<file path="src/hw/rtl/twq_pkg.sv">
package twq_pkg;

  localparam int unsigned QUEUE_DEPTH = 16;
  localparam int unsigned MAX_RESULTS = 16;

  localparam int unsigned QAW    = $clog2(QUEUE_DEPTH);
  localparam int unsigned QSUM_W = QAW + 1;
  localparam int unsigned QCW    = $clog2(QUEUE_DEPTH + 1);
  localparam int unsigned RCW    = $clog2(MAX_RESULTS + 1);

  localparam int unsigned TIME_W = 64;
  localparam int unsigned ID_W   = 8;
  localparam int unsigned PRIO_W = 6;
  localparam int unsigned DUR_W  = 32;

  localparam int unsigned S_TDATA_W = 56;
  localparam int unsigned M_TDATA_W = 16;

  localparam logic OP_TICK  = 1'b0;
  localparam logic OP_SLEEP = 1'b1;

  localparam logic STATUS_WOKEN = 1'b0;
  localparam logic STATUS_FULL  = 1'b1;

  typedef struct packed {
    logic [TIME_W-1:0] wake;
    logic [ID_W-1:0]   id;
    logic [PRIO_W-1:0] prio;
  } entry_t;

  localparam int unsigned ENTRY_W = $bits(entry_t);

  typedef enum logic [2:0] {
    ST_IDLE,
    ST_SHIFT,
    ST_INSERT,
    ST_FULL,
    ST_WAKE_RD,
    ST_WAKE_CHK
  } state_e;

  // physical slot of a logical queue position, circular from head
  function automatic logic [QAW-1:0] twq_slot(input logic [QAW-1:0] head,
                                              input logic [QAW-1:0] idx);
    logic [QSUM_W-1:0] sum;
    sum = {1'b0, head} + {1'b0, idx};
    if (sum >= QSUM_W'(QUEUE_DEPTH)) begin
      sum = sum - QSUM_W'(QUEUE_DEPTH);
    end
    return sum[QAW-1:0];
  endfunction

endpackage

</file>
<file path="src/hw/rtl/twq_ram.sv">
module twq_ram #(
  parameter int unsigned WIDTH = 8,
  parameter int unsigned DEPTH = 16
) (
  input  logic                     clk_i,
  input  logic                     we_i,
  input  logic [$clog2(DEPTH)-1:0] waddr_i,
  input  logic [WIDTH-1:0]         wdata_i,
  input  logic                     re_i,
  input  logic [$clog2(DEPTH)-1:0] raddr_i,
  output logic [WIDTH-1:0]         rdata_o
);

  logic [WIDTH-1:0] mem [DEPTH];
  logic [WIDTH-1:0] rdata_q;

  always_ff @(posedge clk_i) begin
    if (we_i) begin
      mem[waddr_i] <= wdata_i;
    end
    if (re_i) begin
      rdata_q <= mem[raddr_i];
    end
  end

  assign rdata_o = rdata_q;

endmodule

</file>
<file path="src/hw/rtl/timed_wakeup_queue_unit.sv">
// sleep transfer: written straight into an empty queue, else later entries move up a slot
// tick transfer: advances the counter, then wakes due entries from the head in order;
// one ram read and compare per entry, and a result may wait on m_axis_tready_i
// queue full: the result waits in ST_FULL until the output register is free.
// reset clears the tick counter, occupancy, head pointer and control state;
// the entry ram holds no reset value and is only read below occupancy
module timed_wakeup_queue_unit (
  input  logic                           clk_i,
  input  logic                           rst_ni,
  input  logic                           s_axis_tvalid_i,
  output logic                           s_axis_tready_o,
  // thread_id, thread_priority, sleep_duration, current_priority, zero pad
  input  logic [twq_pkg::S_TDATA_W-1:0]  s_axis_tdata_i,
  // operation
  input  logic                           s_axis_tuser_i,
  output logic                           m_axis_tvalid_o,
  input  logic                           m_axis_tready_i,
  // woken_thread, yield_request, zero pad
  output logic [twq_pkg::M_TDATA_W-1:0]  m_axis_tdata_o,
  // status
  output logic                           m_axis_tuser_o,
  output logic                           m_axis_tlast_o
);
  import twq_pkg::*;

  state_e            state_q, state_d;
  logic [TIME_W-1:0] count_q, count_d;
  logic [QAW-1:0]    head_q, head_d;
  logic [QCW-1:0]    occ_q, occ_d;
  logic [QAW-1:0]    idx_q, idx_d;
  entry_t            new_q, new_d;
  logic [PRIO_W-1:0] cur_q, cur_d;
  logic [RCW-1:0]    n_q, n_d;
  logic              held_valid_q, held_valid_d;
  logic [ID_W-1:0]   held_id_q, held_id_d;
  logic              held_yield_q, held_yield_d;
  logic              out_valid_q, out_valid_d;
  logic [ID_W-1:0]   out_id_q, out_id_d;
  logic              out_yield_q, out_yield_d;
  logic              out_status_q, out_status_d;
  logic              out_last_q, out_last_d;

  logic              ram_we, ram_re;
  logic [QAW-1:0]    ram_waddr, ram_raddr;
  entry_t            ram_wdata, ram_rdata;

  logic [ID_W-1:0]   in_id;
  logic [PRIO_W-1:0] in_prio;
  logic [DUR_W-1:0]  in_dur;
  logic [PRIO_W-1:0] in_cur;
  logic              out_free;

  assign in_id   = s_axis_tdata_i[ID_W-1:0];
  assign in_prio = s_axis_tdata_i[ID_W+PRIO_W-1:ID_W];
  assign in_dur  = s_axis_tdata_i[ID_W+PRIO_W+DUR_W-1:ID_W+PRIO_W];
  assign in_cur  = s_axis_tdata_i[ID_W+2*PRIO_W+DUR_W-1:ID_W+PRIO_W+DUR_W];

  assign out_free = !out_valid_q || m_axis_tready_i;

  twq_ram #(
    .WIDTH (ENTRY_W),
    .DEPTH (QUEUE_DEPTH)
  ) u_ram (
    .clk_i   (clk_i),
    .we_i    (ram_we),
    .waddr_i (ram_waddr),
    .wdata_i (ram_wdata),
    .re_i    (ram_re),
    .raddr_i (ram_raddr),
    .rdata_o (ram_rdata)
  );

  always_comb begin
    state_d      = state_q;
    count_d      = count_q;
    head_d       = head_q;
    occ_d        = occ_q;
    idx_d        = idx_q;
    new_d        = new_q;
    cur_d        = cur_q;
    n_d          = n_q;
    held_valid_d = held_valid_q;
    held_id_d    = held_id_q;
    held_yield_d = held_yield_q;
    out_valid_d  = out_valid_q && !m_axis_tready_i;
    out_id_d     = out_id_q;
    out_yield_d  = out_yield_q;
    out_status_d = out_status_q;
    out_last_d   = out_last_q;
    ram_we       = 1'b0;
    ram_waddr    = twq_slot(head_q, idx_q);
    ram_wdata    = new_q;
    ram_re       = 1'b0;
    ram_raddr    = head_q;
    s_axis_tready_o = 1'b0;

    case (state_q)
      ST_IDLE: begin
        s_axis_tready_o = 1'b1;
        if (s_axis_tvalid_i) begin
          if (s_axis_tuser_i == OP_SLEEP) begin
            if (in_dur != '0 && !in_dur[DUR_W-1]) begin
              new_d.wake = count_q + {{(TIME_W-DUR_W){1'b0}}, in_dur};
              new_d.id   = in_id;
              new_d.prio = in_prio;
              if (occ_q == QCW'(QUEUE_DEPTH)) begin
                state_d = ST_FULL;
              end else if (occ_q == '0) begin
                ram_we    = 1'b1;
                ram_waddr = head_q;
                ram_wdata = new_d;
                occ_d     = occ_q + QCW'(1);
              end else begin
                idx_d     = QAW'(occ_q - QCW'(1));
                ram_re    = 1'b1;
                ram_raddr = twq_slot(head_q, idx_d);
                state_d   = ST_SHIFT;
              end
            end
          end else begin
            count_d      = count_q + TIME_W'(1);
            cur_d        = in_cur;
            n_d          = '0;
            held_valid_d = 1'b0;
            state_d      = ST_WAKE_RD;
          end
        end
      end
      ST_SHIFT: begin
        ram_we    = 1'b1;
        ram_waddr = twq_slot(head_q, idx_q + QAW'(1));
        if (ram_rdata.wake > new_q.wake) begin
          ram_wdata = ram_rdata;
          if (idx_q == '0) begin
            state_d = ST_INSERT;
          end else begin
            idx_d     = idx_q - QAW'(1);
            ram_re    = 1'b1;
            ram_raddr = twq_slot(head_q, idx_d);
          end
        end else begin
          ram_wdata = new_q;
          occ_d     = occ_q + QCW'(1);
          state_d   = ST_IDLE;
        end
      end
      ST_INSERT: begin
        ram_we    = 1'b1;
        ram_waddr = head_q;
        ram_wdata = new_q;
        occ_d     = occ_q + QCW'(1);
        state_d   = ST_IDLE;
      end
      ST_FULL: begin
        if (out_free) begin
          out_valid_d  = 1'b1;
          out_id_d     = '0;
          out_yield_d  = 1'b0;
          out_status_d = STATUS_FULL;
          out_last_d   = 1'b1;
          state_d      = ST_IDLE;
        end
      end
      ST_WAKE_RD: begin
        if (occ_q == '0 || n_q == RCW'(MAX_RESULTS)) begin
          if (!held_valid_q) begin
            state_d = ST_IDLE;
          end else if (out_free) begin
            out_valid_d  = 1'b1;
            out_id_d     = held_id_q;
            out_yield_d  = held_yield_q;
            out_status_d = STATUS_WOKEN;
            out_last_d   = 1'b1;
            held_valid_d = 1'b0;
            state_d      = ST_IDLE;
          end
        end else begin
          ram_re    = 1'b1;
          ram_raddr = head_q;
          state_d   = ST_WAKE_CHK;
        end
      end
      ST_WAKE_CHK: begin
        if (ram_rdata.wake <= count_q) begin
          if (!held_valid_q || out_free) begin
            if (held_valid_q) begin
              out_valid_d  = 1'b1;
              out_id_d     = held_id_q;
              out_yield_d  = held_yield_q;
              out_status_d = STATUS_WOKEN;
              out_last_d   = 1'b0;
            end
            held_valid_d = 1'b1;
            held_id_d    = ram_rdata.id;
            held_yield_d = ram_rdata.prio > cur_q;
            head_d       = twq_slot(head_q, QAW'(1));
            occ_d        = occ_q - QCW'(1);
            n_d          = n_q + RCW'(1);
            state_d      = ST_WAKE_RD;
          end
        end else begin
          if (!held_valid_q) begin
            state_d = ST_IDLE;
          end else if (out_free) begin
            out_valid_d  = 1'b1;
            out_id_d     = held_id_q;
            out_yield_d  = held_yield_q;
            out_status_d = STATUS_WOKEN;
            out_last_d   = 1'b1;
            held_valid_d = 1'b0;
            state_d      = ST_IDLE;
          end
        end
      end
      default: begin
        state_d = ST_IDLE;
      end
    endcase
  end

  always_ff @(posedge clk_i or negedge rst_ni) begin
    if (!rst_ni) begin
      state_q      <= ST_IDLE;
      count_q      <= '0;
      head_q       <= '0;
      occ_q        <= '0;
      held_valid_q <= 1'b0;
      out_valid_q  <= 1'b0;
    end else begin
      state_q      <= state_d;
      count_q      <= count_d;
      head_q       <= head_d;
      occ_q        <= occ_d;
      held_valid_q <= held_valid_d;
      out_valid_q  <= out_valid_d;
    end
  end

  always_ff @(posedge clk_i) begin
    idx_q        <= idx_d;
    new_q        <= new_d;
    cur_q        <= cur_d;
    n_q          <= n_d;
    held_id_q    <= held_id_d;
    held_yield_q <= held_yield_d;
    out_id_q     <= out_id_d;
    out_yield_q  <= out_yield_d;
    out_status_q <= out_status_d;
    out_last_q   <= out_last_d;
  end

  assign m_axis_tvalid_o = out_valid_q;
  assign m_axis_tdata_o  = {{(M_TDATA_W-ID_W-1){1'b0}}, out_yield_q, out_id_q};
  assign m_axis_tuser_o  = out_status_q;
  assign m_axis_tlast_o  = out_last_q;

`ifndef SYNTH
  a_occ_bound: assert property (@(posedge clk_i) disable iff (!rst_ni)
    occ_q <= QCW'(QUEUE_DEPTH))
    else $error("occupancy above queue depth");

  a_tick_count: assert property (@(posedge clk_i) disable iff (!rst_ni)
    s_axis_tvalid_i && s_axis_tready_o && s_axis_tuser_i == OP_TICK
    |=> count_q == $past(count_q) + TIME_W'(1))
    else $error("tick transfer did not advance the counter");

  a_full_result: assert property (@(posedge clk_i) disable iff (!rst_ni)
    m_axis_tvalid_o && m_axis_tuser_o == STATUS_FULL
    |-> m_axis_tlast_o && m_axis_tdata_o == '0)
    else $error("queue full result malformed");

  a_sorted_front: assert property (@(posedge clk_i) disable iff (!rst_ni)
    state_q == ST_WAKE_CHK && held_valid_q |-> n_q != '0)
    else $error("held result without a woken entry");
`endif

endmodule

</file>
<file path="config.mk">
export PLATFORM = sky130hd
export DESIGN_NAME = timed_wakeup_queue_unit
export DESIGN_NICKNAME = d
export VERILOG_FILES = /design/src/hw/rtl/twq_pkg.sv /design/src/hw/rtl/twq_ram.sv /design/src/hw/rtl/timed_wakeup_queue_unit.sv
export SDC_FILE = /design/constraint.sdc
export NUM_CORES = 2
export LEC_CHECK = 0
export BUFFER_PORTS_ARGS = -buffer_cell sky130_fd_sc_hd__buf_2
export CORE_MARGIN = 2
export CORE_UTILIZATION = 41
export CTS_BUF_LIST = sky130_fd_sc_hd__clkbuf_4
export CTS_CLUSTER_SIZE = 10
export DETAILED_ROUTE_END_ITERATION = 6
export SYNTH_ARGS = -nofsm -noshare
export SYNTH_HDL_FRONTEND = slang
export SYNTH_SLANG_ARGS = --single-unit
</file>
<file path="constraint.sdc">
create_clock -name clk_i -period 7.85 [get_ports clk_i]
set_clock_uncertainty 0.05 [all_clocks]
set_input_delay 0.3925 -clock clk_i [delete_from_list [all_inputs] [get_ports clk_i]]
set_output_delay 0.3925 -clock clk_i [all_outputs]
set_load 0.05 [all_outputs]
</file>
==> flow_summary.rst <==
.. list-table::
   :header-rows: 1

   * - Metric
     - Value
   * - Top cells by area in the synthesized netlist
     - sky130_fd_sc_hd__edfxtp_1, sky130_fd_sc_hd__ha_1, sky130_fd_sc_hd__dfrtp_1
   * - Setup Crit Path Kind
     - flop to flop
   * - I/O Buffers
     - 69
   * - Sequence of cells on the critical path
     - ha_1, nand4_1, nor4_1, nand4_1, nor2_1, nand4_1, a21bo_1, o211a_4, buf_4, buf_4, o21ai_0, a21oi_1, a2111oi_0, nor4_1
   * - Row Count
     - 147
   * - Cell count after synthesis
     - 4777
   * - Residual overflow from global routing
     - 0
   * - Library cell with the highest instance count after synthesis
     - sky130_fd_sc_hd__edfxtp_1
   * - Share of flip-flops with an asynchronous set or reset after synthesis
     - 5.142%
   * - Endpoints failing setup
     - 0
   * - Layout Nets
     - 5417
   * - Count of flip-flops with a built-in enable after synthesis
     - 1439
   * - Detailed-router iteration count before antenna repair
     - 7
   * - Clock tree from TritonCTS
     - done
   * - Initial core utilization
     - 41.16%
   * - Wire length per cell after detailed routing
     - 25.41 um
   * - Count of H-tree levels built during CTS
     - 5
   * - Pin slew with the least headroom to its limit
     - 1373 ps
   * - Buffer type at the clock tree root
     - sky130_fd_sc_hd__clkbuf_4
   * - Critical Path Most Common Cell
     - sky130_fd_sc_hd__nand4_1
   * - Number of global-route vias before repair
     - 43523
   * - Die Y-Extent
     - 405.0 um
   * - Die ar.
     - 164100 um2
   * - Outcome
     - complete, but fails checks
   * - Peak supply drop
     - 0.0006106 V
   * - CTS buffer count
     - 390
   * - Top-level port count
     - 81
   * - Clk buf depth
     - 4
   * - Finished layout cell area
     - 74780 um2
   * - CTS hold repair buffers
     - 101
   * - Area used by multi-input combinational logic
     - 19010 um2
   * - Headroom to the max-slew limit
     - 8.479%
   * - Internal power
     - 18.51 mW
   * - Post-CTS Repair Setup Buffers
     - 0
   * - Top achievable clock speed
     - 155.4 MHz
   * - Static leakage
     - 26.81 nW
   * - Yosys cell types
     - 81
   * - Required arrival time at the worst endpoint
     - 8820 ps
   * - Number of hold violations in the final report
     - 0
   * - Core Footprint
     - 160200 um2
   * - Critical path fanouts, max
     - 44
   * - Antenna violations before repair
     - 11
   * - Worst-skew pair later-pin latency
     - 1360 ps
   * - Fin. max-slew vios
     - 0
   * - Drt first-iter violations
     - 4854
   * - Hold Path Class
     - input port to flop
   * - Layout cells sized above 1
     - 14.89%
   * - PostCTS Resize Cnt
     - 0
   * - Global-route wire length before repair
     - 281900 um
   * - Power share of the clock group
     - 20.5%
   * - Warnings from Yosys
     - 0
   * - Filler cell count in the final layout
     - 14132
   * - Gpl congestion
     - 0.8888
   * - Areal power density over the cells
     - 415.8 nW/um2
   * - Critical path's largest stage delay
     - 760 ps
   * - Crit share post-route
     - 81.98%
   * - Slowest CP cell
     - sky130_fd_sc_hd__a21bo_1
   * - Per-cell via count in the routed design
     - 5.794
   * - DRC
     - 1
   * - Post-detailed-route count of antenna-violating nets
     - 0
   * - Unrepaired setup endpoints after global routing
     - false
   * - Growth of design area from synthesis to finish
     - 13.41%
   * - GRT Resource Usage Total
     - 23.24%
   * - Proportion of netlist area held by the largest area contributor
     - 65.53%
   * - Net switching power
     - 12.59 mW
   * - HPWL after detailed placement
     - 105400 um
   * - Placement Cell Area
     - 69200 um2
   * - Wire length after detailed routing
     - 192800 um
   * - Synthesized area per cell
     - 13.80 um2
   * - Critical path launch point type
     - flop
   * - Most used DFF post-synth
     - sky130_fd_sc_hd__edfxtp_1
   * - Share of total power in combinational logic
     - 40.5%
   * - Final total negative setup slack
     - 0 ps
   * - Post-synthesis instance area
     - 65940 um2
   * - Area taken by flip-flops and latches
     - 45160 um2
   * - Clock slew at reported path FFs
     - 80 ps
   * - Via count
     - 43950
   * - Post-synth top cells
     - sky130_fd_sc_hd__edfxtp_1, sky130_fd_sc_hd__nand2_1, sky130_fd_sc_hd__a21oi_1
   * - Kind of capture point of the worst setup path
     - flop
   * - Data arrival time of the critical path
     - 7410 ps
   * - Origin of the worst setup path
     - u_ram.rdata_o[60]$_DFFE_PP_
   * - Final min period
     - 6436 ps
   * - Violated checks
     - design-rule violations
   * - Register bit total from synthesis
     - 1517
   * - Sequential share of power
     - 39.0%
   * - Fraction of the yosys area taken by sequential cells
     - 68.49%
   * - Number of clock sinks
     - 1517
   * - Worst hold path startpoint
     - s_axis_tdata_i[18]
   * - Area leader, netlist
     - sky130_fd_sc_hd__edfxtp_1
   * - Launching point of the worst reg2reg path
     - u_ram.rdata_o[60]$_DFFE_PP_
   * - Net switching share of the total power
     - 40.47%
   * - Die span in x
     - 405.0 um
   * - Number of violations of the max-capacitance limit
     - 0
   * - Largest net degree at the start of global routing
     - 158
## worst max-delay path, delay by kind of cell, from the launching register on
family / cells / cell delay (ps)
AO/OA/AOI/OAI: 5 / 1800
adder cells (fa/ha/maj): 1 / 350
buffers and inverters: 2 / 1060
flip-flops: 1 / 460
AND/OR/NAND/NOR: 6 / 2360
## cell usage in the layout (no fill, tap or decap), types with 12 or more instances in the layout
cell and count:
sky130_fd_sc_hd__edfxtp_1 1439, sky130_fd_sc_hd__clkbuf_4 547, sky130_fd_sc_hd__nand2_1 459, sky130_fd_sc_hd__a21oi_1 239
sky130_fd_sc_hd__o21ai_0 225, sky130_fd_sc_hd__nand3_1 213, sky130_fd_sc_hd__inv_1 198, sky130_fd_sc_hd__ha_1 185
sky130_fd_sc_hd__and3_1 175, sky130_fd_sc_hd__mux2i_1 167, sky130_fd_sc_hd__a2111oi_0 159, sky130_fd_sc_hd__a32o_1 158
sky130_fd_sc_hd__xnor2_1 125, sky130_fd_sc_hd__nor2_1 108, sky130_fd_sc_hd__nor4_1 103, sky130_fd_sc_hd__dlygate4sd3_1 101
sky130_fd_sc_hd__buf_4 85, sky130_fd_sc_hd__clkinv_1 79, sky130_fd_sc_hd__dfrtp_1 78, sky130_fd_sc_hd__buf_2 68
sky130_fd_sc_hd__a21o_1 61, sky130_fd_sc_hd__nand4_1 42, sky130_fd_sc_hd__nor3_1 41, sky130_fd_sc_hd__a222oi_1 36
sky130_fd_sc_hd__buf_12 30, sky130_fd_sc_hd__xor2_1 25, sky130_fd_sc_hd__a22oi_1 24, sky130_fd_sc_hd__nor2_4 19
sky130_fd_sc_hd__nor2b_1 16, sky130_fd_sc_hd__nand2b_1 15, sky130_fd_sc_hd__clkinv_2 15, sky130_fd_sc_hd__a22o_1 13
sky130_fd_sc_hd__o21a_1 12, sky130_fd_sc_hd__a31oi_1 12
## area by class of cell
class / instances / share of cell area [%]
Antenna cell: 5 / 0.01673
Clock buffer: 547 / 5.491
Clock inverter: 100 / 0.6023
Inverter: 199 / 0.9989
Multi-Input combinational cell: 2774 / 25.42
Sequential cell: 1517 / 60.39
Tap cell: 2160 / 3.614
Timing Repair Buffer: 284 / 3.463
## layer usage
layer  vias to the layer above  track usage, %  share of wire [%]
met1                     21976           31.52                 42
met2                      2082           36.69                 47
met3                       305           5.688                8.9
met4                         6           7.581                2.4
li1                      19581               -                  -
met5                         -               0              0.018
## stage by stage
| step | hold WS [ps] | setup WS [ps] | cells | utilization, % | power (mW) |
|---|---|---|---|---|---|
| after floorplan | 46.91 | 1108 | 4783 | - | 19.93 |
| after global placement | 256.2 | 1692 | 6833 | 43.20 | 24.47 |
| after detailed placement | 258.8 | 1594 | 6833 | 43.20 | 24.66 |
| after CTS | 6.307 | 1556 | 7581 | 46.67 | 31.14 |
| after global routing | 86.50 | 1123 | 7586 | 46.68 | 32.73 |
| final | 166.0 | 1414 | 7586 | 46.68 | 31.10 |
## logic make-up (layout without fill, tap and decap cells)
kind of cell,Yosys count,count (layout),share of synthesized area (%)
other,1,12,0.005687
DFF,1517,1517,68.49
and+or+nand+nor,1240,1240,9.133
buffers and inverters,492,1130,3.095
adders and majority gates,190,190,3.662
muxes,168,168,2.552
AOI/OAI and AO/OA,1018,1018,11.04
xor gates and xnor gates,151,151,2.017
## sequential cells by signal, summed over array words and instances (netlist names), 3 cells and up
| signal | count |
|---|---|
| new_q | 78 |
| head_q | 4 |
| held_id_q | 8 |
| count_q | 64 |
| u_ram.mem | 1248 |
| cur_q | 6 |
| state_q | 3 |
| u_ram.rdata_o | 78 |
| idx_q | 4 |
| n_q | 5 |
| out_id_q | 8 |
| occ_q | 5 |
## power by group through the flow
stage,Combinational (mW),Sequential (mW),Clock (mW)
6_report,12.6,12.1,6.36
3_3_place_gp,12.2,12.3,0
3_5_place_dp,12.4,12.3,0
5_1_grt,13.6,12.2,6.93
2_1_floorplan,7.75,12.2,0
4_1_cts,12.5,12.1,6.51
## final timing paths
kind / to / slack, ps / cells after the start
worst max-delay path: u_ram.rdata_o[61]$_DFFE_PP_ / 1410 / 14
worst min-delay path: new_q[18]$_DFFE_PP_ / 170 / 4
worst max register to register: u_ram.rdata_o[61]$_DFFE_PP_ / 1410 / 14
worst min register to register: held_id_q[2]$_DFFE_PP_ / 410 / 0
max in group asynchronous: count_q[36]$_DFFE_PN0P_ / 5920 / 4
min in group asynchronous: count_q[2]$_DFFE_PN0P_ / 280 / 3
No activity file was read; power rests on OpenSTA's default activity.
